<file path="src/hdl/smks_pkg.sv">
`timescale 1ns / 1ps
// ----------------------------------------------------------------------------
// smks_pkg
// Shared widths, constants and types for the two-sample Smirnov exact CDF.
// ----------------------------------------------------------------------------
package smks_pkg;

  localparam int MAX_N     = 1024;
  localparam int N_W       = 11;
  localparam int FRAC_BITS = 48;
  localparam int Q_W       = FRAC_BITS + 1;
  localparam int WT_W      = FRAC_BITS;
  localparam int D_W       = 20;
  localparam int L_W       = 21;
  localparam int DEN_W     = N_W + 1;
  localparam int RAM_DEPTH = MAX_N + 1;
  localparam int IN_W      = 48;
  localparam int OUT_W     = 56;

  localparam logic [Q_W-1:0] ONE_Q = {1'b1, {FRAC_BITS{1'b0}}};

  typedef struct packed {
    logic             vld;
    logic [DEN_W-1:0] rem;
    logic [DEN_W-1:0] den;
    logic [WT_W-1:0]  quo;
  } div_t;

endpackage

</file>
<file path="src/hdl/smks_div_cell.sv">
`timescale 1ns / 1ps
// ----------------------------------------------------------------------------
// smks_div_cell
// One restoring-division step; hands remainder and quotient to the next cell.
// ----------------------------------------------------------------------------
module smks_div_cell (
  input  logic                clk,
  input  logic                rst,
  input  smks_pkg::div_t      din,
  output smks_pkg::div_t      dout
);
  import smks_pkg::*;

  logic [DEN_W:0] rem2;
  logic           ge;
  logic [DEN_W:0] diff;

  assign rem2 = {din.rem, 1'b0};
  assign ge   = rem2 >= {1'b0, din.den};
  assign diff = rem2 - {1'b0, din.den};

  always_ff @(posedge clk) begin
    if (rst) begin
      dout.vld <= 1'b0;
    end else begin
      dout.vld <= din.vld;
    end
    dout.den <= din.den;
    dout.rem <= ge ? diff[DEN_W-1:0] : rem2[DEN_W-1:0];
    dout.quo <= {din.quo[WT_W-2:0], ge};
  end

endmodule

</file>
<file path="config.mk">
export PLATFORM = sky130hd
export DESIGN_NAME = smks_div_cell
export DESIGN_NICKNAME = d
export VERILOG_FILES = /design/src/hdl/smks_pkg.sv /design/src/hdl/smks_div_cell.sv
export SDC_FILE = /design/constraint.sdc
export NUM_CORES = 1
export LEC_CHECK = 0
export BUFFER_PORTS_ARGS = -buffer_cell sky130_fd_sc_hd__buf_2
export CAP_MARGIN = 0
export CORE_MARGIN = 5
export CORE_UTILIZATION = 42
export DETAILED_ROUTE_END_ITERATION = 10
export PLACE_DENSITY = 0.79
export REMOVE_ABC_BUFFERS = 1
export SLEW_MARGIN = 20
export SYNTH_ARGS = -nofsm -noshare
export SYNTH_HDL_FRONTEND = slang
export SYNTH_SLANG_ARGS = --single-unit
</file>
<file path="constraint.sdc">
create_clock -name clk -period 2.75 [get_ports clk]
set_input_delay 0.275 -clock clk [delete_from_list [all_inputs] [get_ports clk]]
set_output_delay 0.275 -clock clk [all_outputs]
set_load 0.01 [all_outputs]
</file>
# Yosys cells after proc, flatten, opt, wreduce, memory -nomap -nowiden
# Cells that the tools add are included.
# totals
memories,0
mem_bits_rw,0
word_cells,8
mem_bits_ro,0
input_bits,75
latch_bits,0
regBits,73
output_inout_bits,73
# op_classes
div_mod_pow,0
magnitude_cmp,1
n_bitwise,0
n_reduce_logical,0
n_mul,0
n_shift,0
n_addsub,1
eq_ne,0
n_mux,1
# op_table
op,n
$ge 13x12->1,1
$mux 12,1
$sub 12x12->12,1

# Depth between registers and ports, before layout
# depth
depth_word,2
ltp_mapped,10

# Worst setup path before layout
# No wires, ideal clock.
# synth_timing
path_type,input to register
startpoint,in din[56] (netlist name)
endpoint,reg dout[69] (netlist name)
path_buffers,2
arrival_time_ns,1.859
cell_stages,9
setup_slack_ns,0.775
cell_sequence,inv_1 > ha_1 > buf_6 > a21oi_4 > o21ai_2 > a2111oi_4 > a21oi_4 > buf_8 > a41o_1
# synth_between
elab_chain_cells,2
elab_cells_between_ends,3
classes_between,1 x add/sub; 1 x order compare; 1 x mux
# synth_rtl
element,line_no,rtl
start: declaration,smks_div_cell.sv:9,"input smks_pkg::div_t din,"
$ge 13x12->1,smks_div_cell.sv:19,"assign ge = rem2 >= {1'b0, din.den};"
named net ge,smks_div_cell.sv:15,logic ge;
$mux 12,smks_div_cell.sv:29,dout.rem <= ge ? diff[DEN_W-1:0] : rem2[DEN_W-1:0];
end: declaration,smks_div_cell.sv:10,output smks_pkg::div_t dout
# The timed path passes the listed nets, and every way through them passes these cells.
# A chain may end at the register's enable or synchronous reset.

# Worst setup path in the final report
# layout_timing
startpoint,in din[56] (netlist name)
endpoint,reg dout[68] (netlist name)
# layout_between
elab_chain_cells,2
elab_cells_between_ends,3
classes_between,1 x add/sub; 1 x order compare; 1 x mux
# layout_rtl
element,line_no
$sub 12x12->12 / $ge 13x12->1 (equally long branches),"smks_div_cell.sv:20, smks_div_cell.sv:19"
$mux 12 (*),smks_div_cell.sv:29
# Every way passes the cells marked *; elsewhere a longest branch is shown, timed or not.

==> summary.txt <==
run status: complete, no violations
crit path time final: 1.97 ns
grt met3 use: 0.0854
FFs w/ async S/R, synth: 0
Layout Cells excl Fill: 428
vias in the first global route: 2071
Tightest Pin Transition: 0.554 ns
Yosys warning count: 0
antenna violations before repair: 1
Max clock buf depth: 2
Total GRT Usage: 0.188
max cap viols: 0
Post-synth EDFFs: 0
Final setup viols: 0
Initial DRC Count: 57
Cell Chain, Critical Path: buf_2 -> inv_1 -> ha_1 -> a21oi_4 -> o21ai_2 -> a2111oi_4 -> a21oi_4 -> buf_4 -> mux2_2
RePlAce Congestion: 0.832
hold path cells: 1
worst setup path start: din[56]
top flop regs: dout: 73 flops
Commonest cells post-synth: dfxtp_1, inv_1, nor2_1
Final Cell Area: 3410 sq um
first-pass GRT wire length: 10.4 mm
met1 Resource Use GR: 0.193
drt wl/cell: 15.6 um
most used cell, CP: a21oi_4
Core Region: 5510 sq um
# clock sinks: 73
Initial Util: 0.434
vias per cell: 4.56
layout cells sized above 1: 0.506
Layout area overhead: 42.8%
H-tree depth: 3
Overall Power: 2.51 mW
Final Hold Viols: 0
row cnt: 27
DP Area: 3180 sq um
Vias: 1951
cell area power density: 737 nW/um^2
I/O pin cnt: 148
ANT cells: 0
fin crit share: 0.715
Worst EP required: 2.97 ns
Die X: 85.4 um
Crit Path Class: in -> reg
placed wire-length estimate: 5.25 mm
Min-Delay Path Class: in -> reg
Max Fclk: 0.509 GHz
fin nets: 439
Synth Instances: 197
Worst VDD drop: 377 uV
met2 usage: 0.333
CP max FO: 9
RSZ-0062 raised after global routing: false
largest net degree at the start of global routing: 14
post-CTS setup buffers: 0
Seq cells post-synth: 73
DIE HEIGHT: 85.4 um
final core utilization: 0.619
Largest register FFs: 73
Yosys cell types: 43
cell taking the most area after synthesis: dfxtp_1
CP startpoint kind: primary input
antenna-violating nets left: 0
synth top area cells: dfxtp_1, ha_1, mux2_2, inv_1, nor2_1
DR DRC count: 0
post-CTS sizing: 0
sequential area share after synthesis: 0.612
TritonCTS clock tree: built
Worst Path Arrival: 2.19 ns
clk slew on worst S/H paths: 0.08 ns
Max stage delay on crit path: 0.42 ns
final slew viol count: 0
Die ar.: 7290 sq um
WL final: 6.69 mm
TritonRoute pass-1 iters: 4
share of the synthesized area in the top cell type: 0.612
leakage: 1.72 nW
count of input and output buffers: 146
Post-Syn Area: 2390 sq um
syn avg cell area: 12.1 sq um
Slowest cell on crit path: ha_1
Top FF cell, synth: dfxtp_1
CTS root buffer: clkbuf_8
Max transition margin: 0.626
setup TNS: 0 ns
largest reg by FF count: dout
GR Overflow Total: 0
Crit. End Element: flop
worst hold endpoint: dout[15]$_DFF_P_
dominant cell by count in the synthesized netlist: dfxtp_1
placed cell count: 412
Most Crowded Layer GR: met2
HP Start: din[14]
TritonCTS buffer count: 9
Post-CTS Hold Fix Bufs: 0
## routing by layer
| layer | part of all wire | up-vias | wire length (um) |
|---|---|---|---|
| met5 | 0.0019 | - | 13 |
| met2 | 0.51 | 83 | 3440 |
| met4 | 0.013 | 2 | 84 |
| li1 | - | 978 | - |
| met1 | 0.37 | 878 | 2460 |
| met3 | 0.10 | 10 | 691 |
## cells in the final DEF, fill, tap and decap left out, drive strengths merged, types with 2 or more instances in the layout
cell type and instances:
nor3 5, xor2 2, o21ai 8, mux2 7, nand4b 2, o211ai 2
clkbuf 10, inv 17, nand2b 6, and3 2, o31ai 2, nand2 6
a211oi 3, o21a 2, xnor2 3, bufinv 2, a21oi 11, nor2 14
buf 148, dfxtp 73, ha 12, clkinv 2
## report_power, final
group | total (mW) | internal, mW | switching, mW
clock network | 0.939 | 0.539 | 0.400
logic | 0.411 | 0.194 | 0.216
registers | 1.16 | 1.14 | 0.0201
total | 2.51 | 1.87 | 0.636
## worst max-delay path by stage
stage	slack (ns)	endpoint	cells past startpoint
4_1_cts	0.80	dout[68]$_DFF_P_	9
3_3_place_gp	0.48	dout[66]$_DFF_P_	9
6_report	0.78	dout[68]$_DFF_P_	9
3_5_place_dp	0.45	dout[68]$_DFF_P_	9
5_1_grt	0.71	dout[70]$_DFF_P_	9
2_1_floorplan	0.67	dout[62]$_DFF_P_	7
## critical path, delay by kind of cell
kind	cells	cell delay (ns)
buffers and inverters	3	0.31
muxes	1	0.27
adders and majority gates	1	0.42
AOI/OAI and AO/OA	4	0.90
## final cells by class
cell class | instances | area, sq um
Fill cell | 445 | 2100
Sequential cell | 73 | 1460
Multi-Input combinational cell | 103 | 823
Timing Repair Buffer | 148 | 746
Clock buffer | 10 | 138
Clock inverter | 6 | 90.1
Tap cell | 72 | 90.1
Inverter | 16 | 60.1
## cells by family after synthesis
group	share of synthesized area
adder cells (fa/ha/maj)	0.0713
multiplexers	0.0330
AND/OR/NAND/NOR	0.0938
buffers and inverters	0.0430
XOR/XNOR	0.0183
flip-flops	0.612
AO/OA/AOI/OAI	0.128
## through the flow
| stage | hold WS, ns | setup slack, ns |
|---|---|---|
| floorplan | 0.303 | 0.674 |
| global placement | 0.378 | 0.481 |
| detailed placement | 0.379 | 0.451 |
| CTS | 0.0247 | 0.801 |
| global route | 0.0144 | 0.714 |
| finish | 0.0332 | 0.784 |
(Power assumes the default switching activity.)
