[config.mk]
export PLATFORM = sky130hd
export DESIGN_NAME = smks_ram
export DESIGN_NICKNAME = d
export VERILOG_FILES = /design/src/hdl/smks_ram.sv
export SDC_FILE = /design/constraint.sdc
export NUM_CORES = 1
export LEC_CHECK = 0
export BUFFER_PORTS_ARGS = -buffer_cell sky130_fd_sc_hd__buf_2
export CORE_MARGIN = 10
export CORE_UTILIZATION = 55
export CTS_BUF_LIST = sky130_fd_sc_hd__clkbuf_4 sky130_fd_sc_hd__clkbuf_8
export CTS_CLUSTER_SIZE = 12
export DETAILED_ROUTE_END_ITERATION = 8
export PLACE_DENSITY = 0.81
export SYNTH_ARGS = -nofsm -noshare
export SYNTH_HDL_FRONTEND = slang
export SYNTH_SLANG_ARGS = --single-unit
[constraint.sdc]
create_clock -name clk -period 3.5 [get_ports clk]
set_input_delay 0.175 -clock clk [delete_from_list [all_inputs] [get_ports clk]]
set_output_delay 0.175 -clock clk [all_outputs]
set_load 0.01 [all_outputs]
[src/hdl/smks_ram.sv]
`timescale 1ns / 1ps
// ----------------------------------------------------------------------------
// smks_ram
// Generic single-write, single-read RAM with registered read data.
// ----------------------------------------------------------------------------
module smks_ram #(
  parameter int WIDTH = 8,
  parameter int DEPTH = 16
) (
  input  logic                     clk,
  input  logic                     we,
  input  logic [$clog2(DEPTH)-1:0] waddr,
  input  logic [WIDTH-1:0]         wdata,
  input  logic [$clog2(DEPTH)-1:0] raddr,
  output logic [WIDTH-1:0]         rdata
);

  logic [WIDTH-1:0] mem [DEPTH];

  always_ff @(posedge clk) begin
    if (we) begin
      mem[waddr] <= wdata;
    end
    rdata <= mem[raddr];
  end

endmodule

======== Word level (Yosys, flattened, before mapping) ========
Memory sizes are Yosys's and may differ from the RTL's. A register that Yosys moved wholly into a read port is not among the register bits.
Cells that the tools add are included.
storage, ports and cells
  bits in registers ....................... 0
  latch bits .............................. 0
  memory bits (writable) .................. 128
  memory bits (read-only) ................. 0
  input port bits ......................... 18
  output and inout bits ................... 8
  word-level logic and storage cells ...... 3
  memories kept ........................... 1
memories
  name  words  bits a word  rd ports  clocked after memory_dff  write ports  line  text
  mem   16     8            1         1                         1            18    logic [WIDTH-1:0] mem [DEPTH];
cells by class
  $add $sub $neg .......................... 0
  multipliers ............................. 0
  divide/modulo/power cells ............... 0
  $lt $le $gt $ge ......................... 0
  equal/unequal tests ..................... 0
  shift operators ......................... 0
  multiplexer cells ....................... 2
  bitwise gates (word level) .............. 0
  reduce and logical (&&, ||, !) cells .... 0
operators with widths
  operator  number
  $mux 1    2

======== Logic depth before layout (Yosys ltp) ========
  word-level depth ........................ 2
  gate-level depth with buffers ........... 5
  mapped depth without buffers ............ 3

======== Worst setup path after synthesis ========
Ideal clock, no wire load.
  path kind ............................... input port to flip-flop
  start point ............................. input port waddr[2]
  end point ............................... memory mem[0][0] (enable)
  arrival ................................. 1.285 ns
  required time ........................... 3.117 ns
  path slack .............................. 1.832 ns
  cell stages on the path ................. 2
  path buffers ............................ 0
  cells stage by stage .................... or3b_2 > nor3_1
RTL lines
  element             line  text
  start: declaration  12    input logic [$clog2(DEPTH)-1:0] waddr,
  end: declaration    18
Straight into the memory's write port.

==> key figures <==
Clock tree
  • Clock-pin slew reported for the worst setup and hold paths after clock tree synthesis: about 0.090 ns
  • Clock Tree Root: sky130_fd_sc_hd__clkbuf_8
  • Clock buffers created by TritonCTS: 17
  • CTS H-tree depth: 4
  • Clock tree from TritonCTS: done
  • Post-CTS setup buffer count: 0
  • Cts repair resizes: 0
  • # clock sinks: ~140
  • Clk Latency, worst-skew pair: 0.43 ns
  • Hold buffer count at CTS: 0
  • Maximum clock insertion buffer count: 2

Die
  • Total core area: between 9000 and 10000 sq um
  • Cell row count: 35
  • DIE WIDTH: 117 um
  • Io pins: 26
  • Floorplan die area: 13600 sq um
  • Starting density of the core: 0.560
  • Height of the die: roughly 120 um

Timing
  • RSZ-0062 raised after global routing: no
  • Setup clock skew after layout: 0.0134 ns
  • Number of failing setup endpoints in the final timing report: 0
  • Number of hold violations in the final report: 0
  • Sum of negative setup slack: 0 ns
  • Final period utilization: 0.492
  • Actual slew at the worst max-slew pin: 1.17 ns
  • Post-layout min period: 1.72 ns
  • Number of max-slew violations in the final report: 0
  • Slew margin rel.: 0.212
  • Maximum achievable frequency: 0.581 GHz

Layout
  • Final-layout fill cell count: 608
  • Area delta synth->final: 11.5%
  • Layout cell share with drive strength beyond 1: 0.284
  • Total Nets Final: about 280
  • Layout Cell Area excl Fill: approximately 5700 sq um
  • Utilization after layout: 0.624
  • Diodes inserted: 0

Setup path
  • Crit path capture: rdata[3]$_DFF_P_
  • Cell-by-cell listing of the critical path: buf_2 > mux4_1 > a22oi_1 > nand2_1
  • Reg-to-Reg End: rdata[2]$_DFF_P_
  • Reg-to-reg critical path startpoint: mem[0][2]$_DFFE_PP_
  • Slowest stage delay, CP: about 0.79 ns
  • Sort of element at the start of the critical path: input port
  • Buffers plus inverters on the worst setup path: 1
  • Arrival time worst endpoint: approximately 2.0 ns
  • Setup crit end kind: register
  • Depth of the worst register-to-register path: 3
  • WP data required: between 3 and 4 ns
  • Slowest CP cell: sky130_fd_sc_hd__buf_2
  • Slack of the worst reg-to-reg path: 2.10 ns
  • Number of gates on the worst path with buffers counted: 4
  • Setup CP Type: input port to register
  • Category of cells accounting for the largest share of critical-path delay: buffers and inverters
  • Beginning of the critical path: raddr[0]
  • CP max FO: 32

Placement
  • HPWL after detailed placement: roughly 6000 um
  • Number of input and output port buffers inserted: 25
  • Post-DP Area: 5350 sq um
  • GPL Wtd Cong: a little over 0.7

Logic synthesis
  • Most numerous cell types in the synthesized netlist: sky130_fd_sc_hd__edfxtp_1, sky130_fd_sc_hd__mux4_2, sky130_fd_sc_hd__a22oi_1
  • Seq cells post-synth: about 140
  • Cell area after technology mapping: approximately 5100 sq um
  • Share of async-settable or async-resettable flops after synthesis: 0
  • Area leader, netlist: sky130_fd_sc_hd__edfxtp_1
  • Synthesized instance count: 229
  • Commonest register cell after synthesis: sky130_fd_sc_hd__edfxtp_1
  • Cell with the most instances after synthesis: sky130_fd_sc_hd__edfxtp_1
  • Synthesized area divided by synthesized cell count: 22.5 sq um
  • Top-area cell type share of the netlist area: 0.747
  • Synthesized Nets: 247
  • Yosys warning total: 0
  • Number of enable flip-flop cells after synthesis: 128
  • Count of distinct cell types in the synthesized netlist: 19
  • Share of synthesized area occupied by flip-flops and latches: 0.778
  • Top cells by area, synth: sky130_fd_sc_hd__edfxtp_1, sky130_fd_sc_hd__mux4_2, sky130_fd_sc_hd__mux4_1

Min path
  • Hold WC Path Type: input port to register

Pwr
  • Largest voltage drop on the vdd net: 282 uV
  • Power density over the cells: around 570 nW/um^2
  • Static leakage: around 0.0019 uW

Routing
  • DRT iter0 DRCs: 177
  • Wirelength, routed: 9470 um
  • Routed vias: about 2300
  • Routed length per placed instance: 24.3 um
  • Detailed-route vias per instance: 5.98
  • Post-DRT Antenna Nets: 0
  • Number of DRC violations after detailed routing: 0
  • First-pass detailed-route iteration total: 4

Global route
  • Number of antenna violations at the first check in global routing: 0
  • First-pass GRT wire length: 14700 um
  • GRT Overall Usage: 0.152
  • Maximum number of pins on one net before global-route repair: 33
  • Global route total overflow: 0
  • Number of global-route vias before repair: around 2500

Flow run
  • Number of max-capacitance violations reported: 0

Run status
  • Run status: finished, final reports clean
[how the worst min path moves through the flow]
| stage | end | cells past startpoint | start |
|---|---|---|---|
| 2_1_floorplan | mem[0][0]$_DFFE_PP_ | 0 | wdata[0] |
| 3_3_place_gp | mem[6][5]$_DFFE_PP_ | 1 | wdata[5] |
| 3_5_place_dp | rdata[6] | 1 | rdata[6]$_DFF_P_ |
| 4_1_cts | mem[6][6]$_DFFE_PP_ | 1 | wdata[6] |
| 5_1_grt | mem[15][5]$_DFFE_PP_ | 1 | wdata[5] |
| 6_report | mem[8][6]$_DFFE_PP_ | 1 | wdata[6] |
[state kept, by name (all words and copies together), names as in the netlist]
name,flops
mem,128
rdata,8
[area by class of cell]
class | instances | area, sq um | area share
Tap cell | 111 | 139 | 0.0242
Clock buffer | 18 | 248 | 0.0431
Multi-Input combinational cell | 83 | 1060 | 0.185
Clock inverter | 14 | 149 | 0.0259
Sequential cell | 136 | 4000 | 0.697
Timing Repair Buffer | 27 | 140 | 0.0244
[stage by stage]
stage / hold slack (ns) / total power (uW) / setup WS, ns / instances
3_5_place_dp: 0.573 / 2030 / 1.32 / 357
5_1_grt: 0.109 / 3360 / 1.67 / 389
4_1_cts: 0.105 / 3270 / 1.79 / 389
3_3_place_gp: 0.550 / 2020 / 1.36 / 357
6_report: 0.123 / 3260 / 1.78 / 389
2_1_floorplan: 0.274 / 1960 / 1.83 / 229
[power breakdown]
group	switching, uW	internal (uW)
clock network	612	654
registers	10.2	1820
logic	95.2	65.2
total	717	2540
[metal layers]
layer	GRT usage	share of wire
met1	0.192	0.42
met2	0.242	0.50
met3	0.0447	0.060
met4	0.0643	0.012
met5	0	0
[cell usage in the layout (no fill, tap or decap)]
master	instances
sky130_fd_sc_hd__nand2_1	9
sky130_fd_sc_hd__clkinv_4	3
sky130_fd_sc_hd__nor2_1	13
sky130_fd_sc_hd__nor3_2	1
sky130_fd_sc_hd__nand3_1	1
sky130_fd_sc_hd__buf_2	25
sky130_fd_sc_hd__nand3b_1	2
sky130_fd_sc_hd__and2b_1	1
sky130_fd_sc_hd__nor3_1	3
sky130_fd_sc_hd__bufinv_16	2
sky130_fd_sc_hd__clkbuf_8	18
sky130_fd_sc_hd__buf_4	2
sky130_fd_sc_hd__clkinv_2	3
sky130_fd_sc_hd__mux4_2	18
sky130_fd_sc_hd__nor2b_1	1
sky130_fd_sc_hd__a22oi_1	16
sky130_fd_sc_hd__edfxtp_1	128
sky130_fd_sc_hd__mux4_1	14
sky130_fd_sc_hd__clkinvlp_4	4
sky130_fd_sc_hd__dfxtp_1	8
sky130_fd_sc_hd__nand2b_1	2
sky130_fd_sc_hd__inv_6	2
sky130_fd_sc_hd__and2_1	1
sky130_fd_sc_hd__or3b_2	1
[worst reg2reg max path, cell delays in order (launching register included)]
cell	delay (ns)
sky130_fd_sc_hd__edfxtp_1	0.42
sky130_fd_sc_hd__mux4_1	0.50
sky130_fd_sc_hd__a22oi_1	0.27
sky130_fd_sc_hd__nand2_1	0.08
[logic make-up (layout without fill, tap and decap cells)]
| kind of cell | after synthesis | in the layout | share of synthesized area |
|---|---|---|---|
| mux | 32 | 32 | 0.150 |
| compound gates | 16 | 16 | 0.0233 |
| flops | 136 | 136 | 0.778 |
| buf+inv | 10 | 59 | 0.0168 |
| simple gates | 35 | 35 | 0.0318 |
Note: power is estimated with default switching activity, not from simulation.
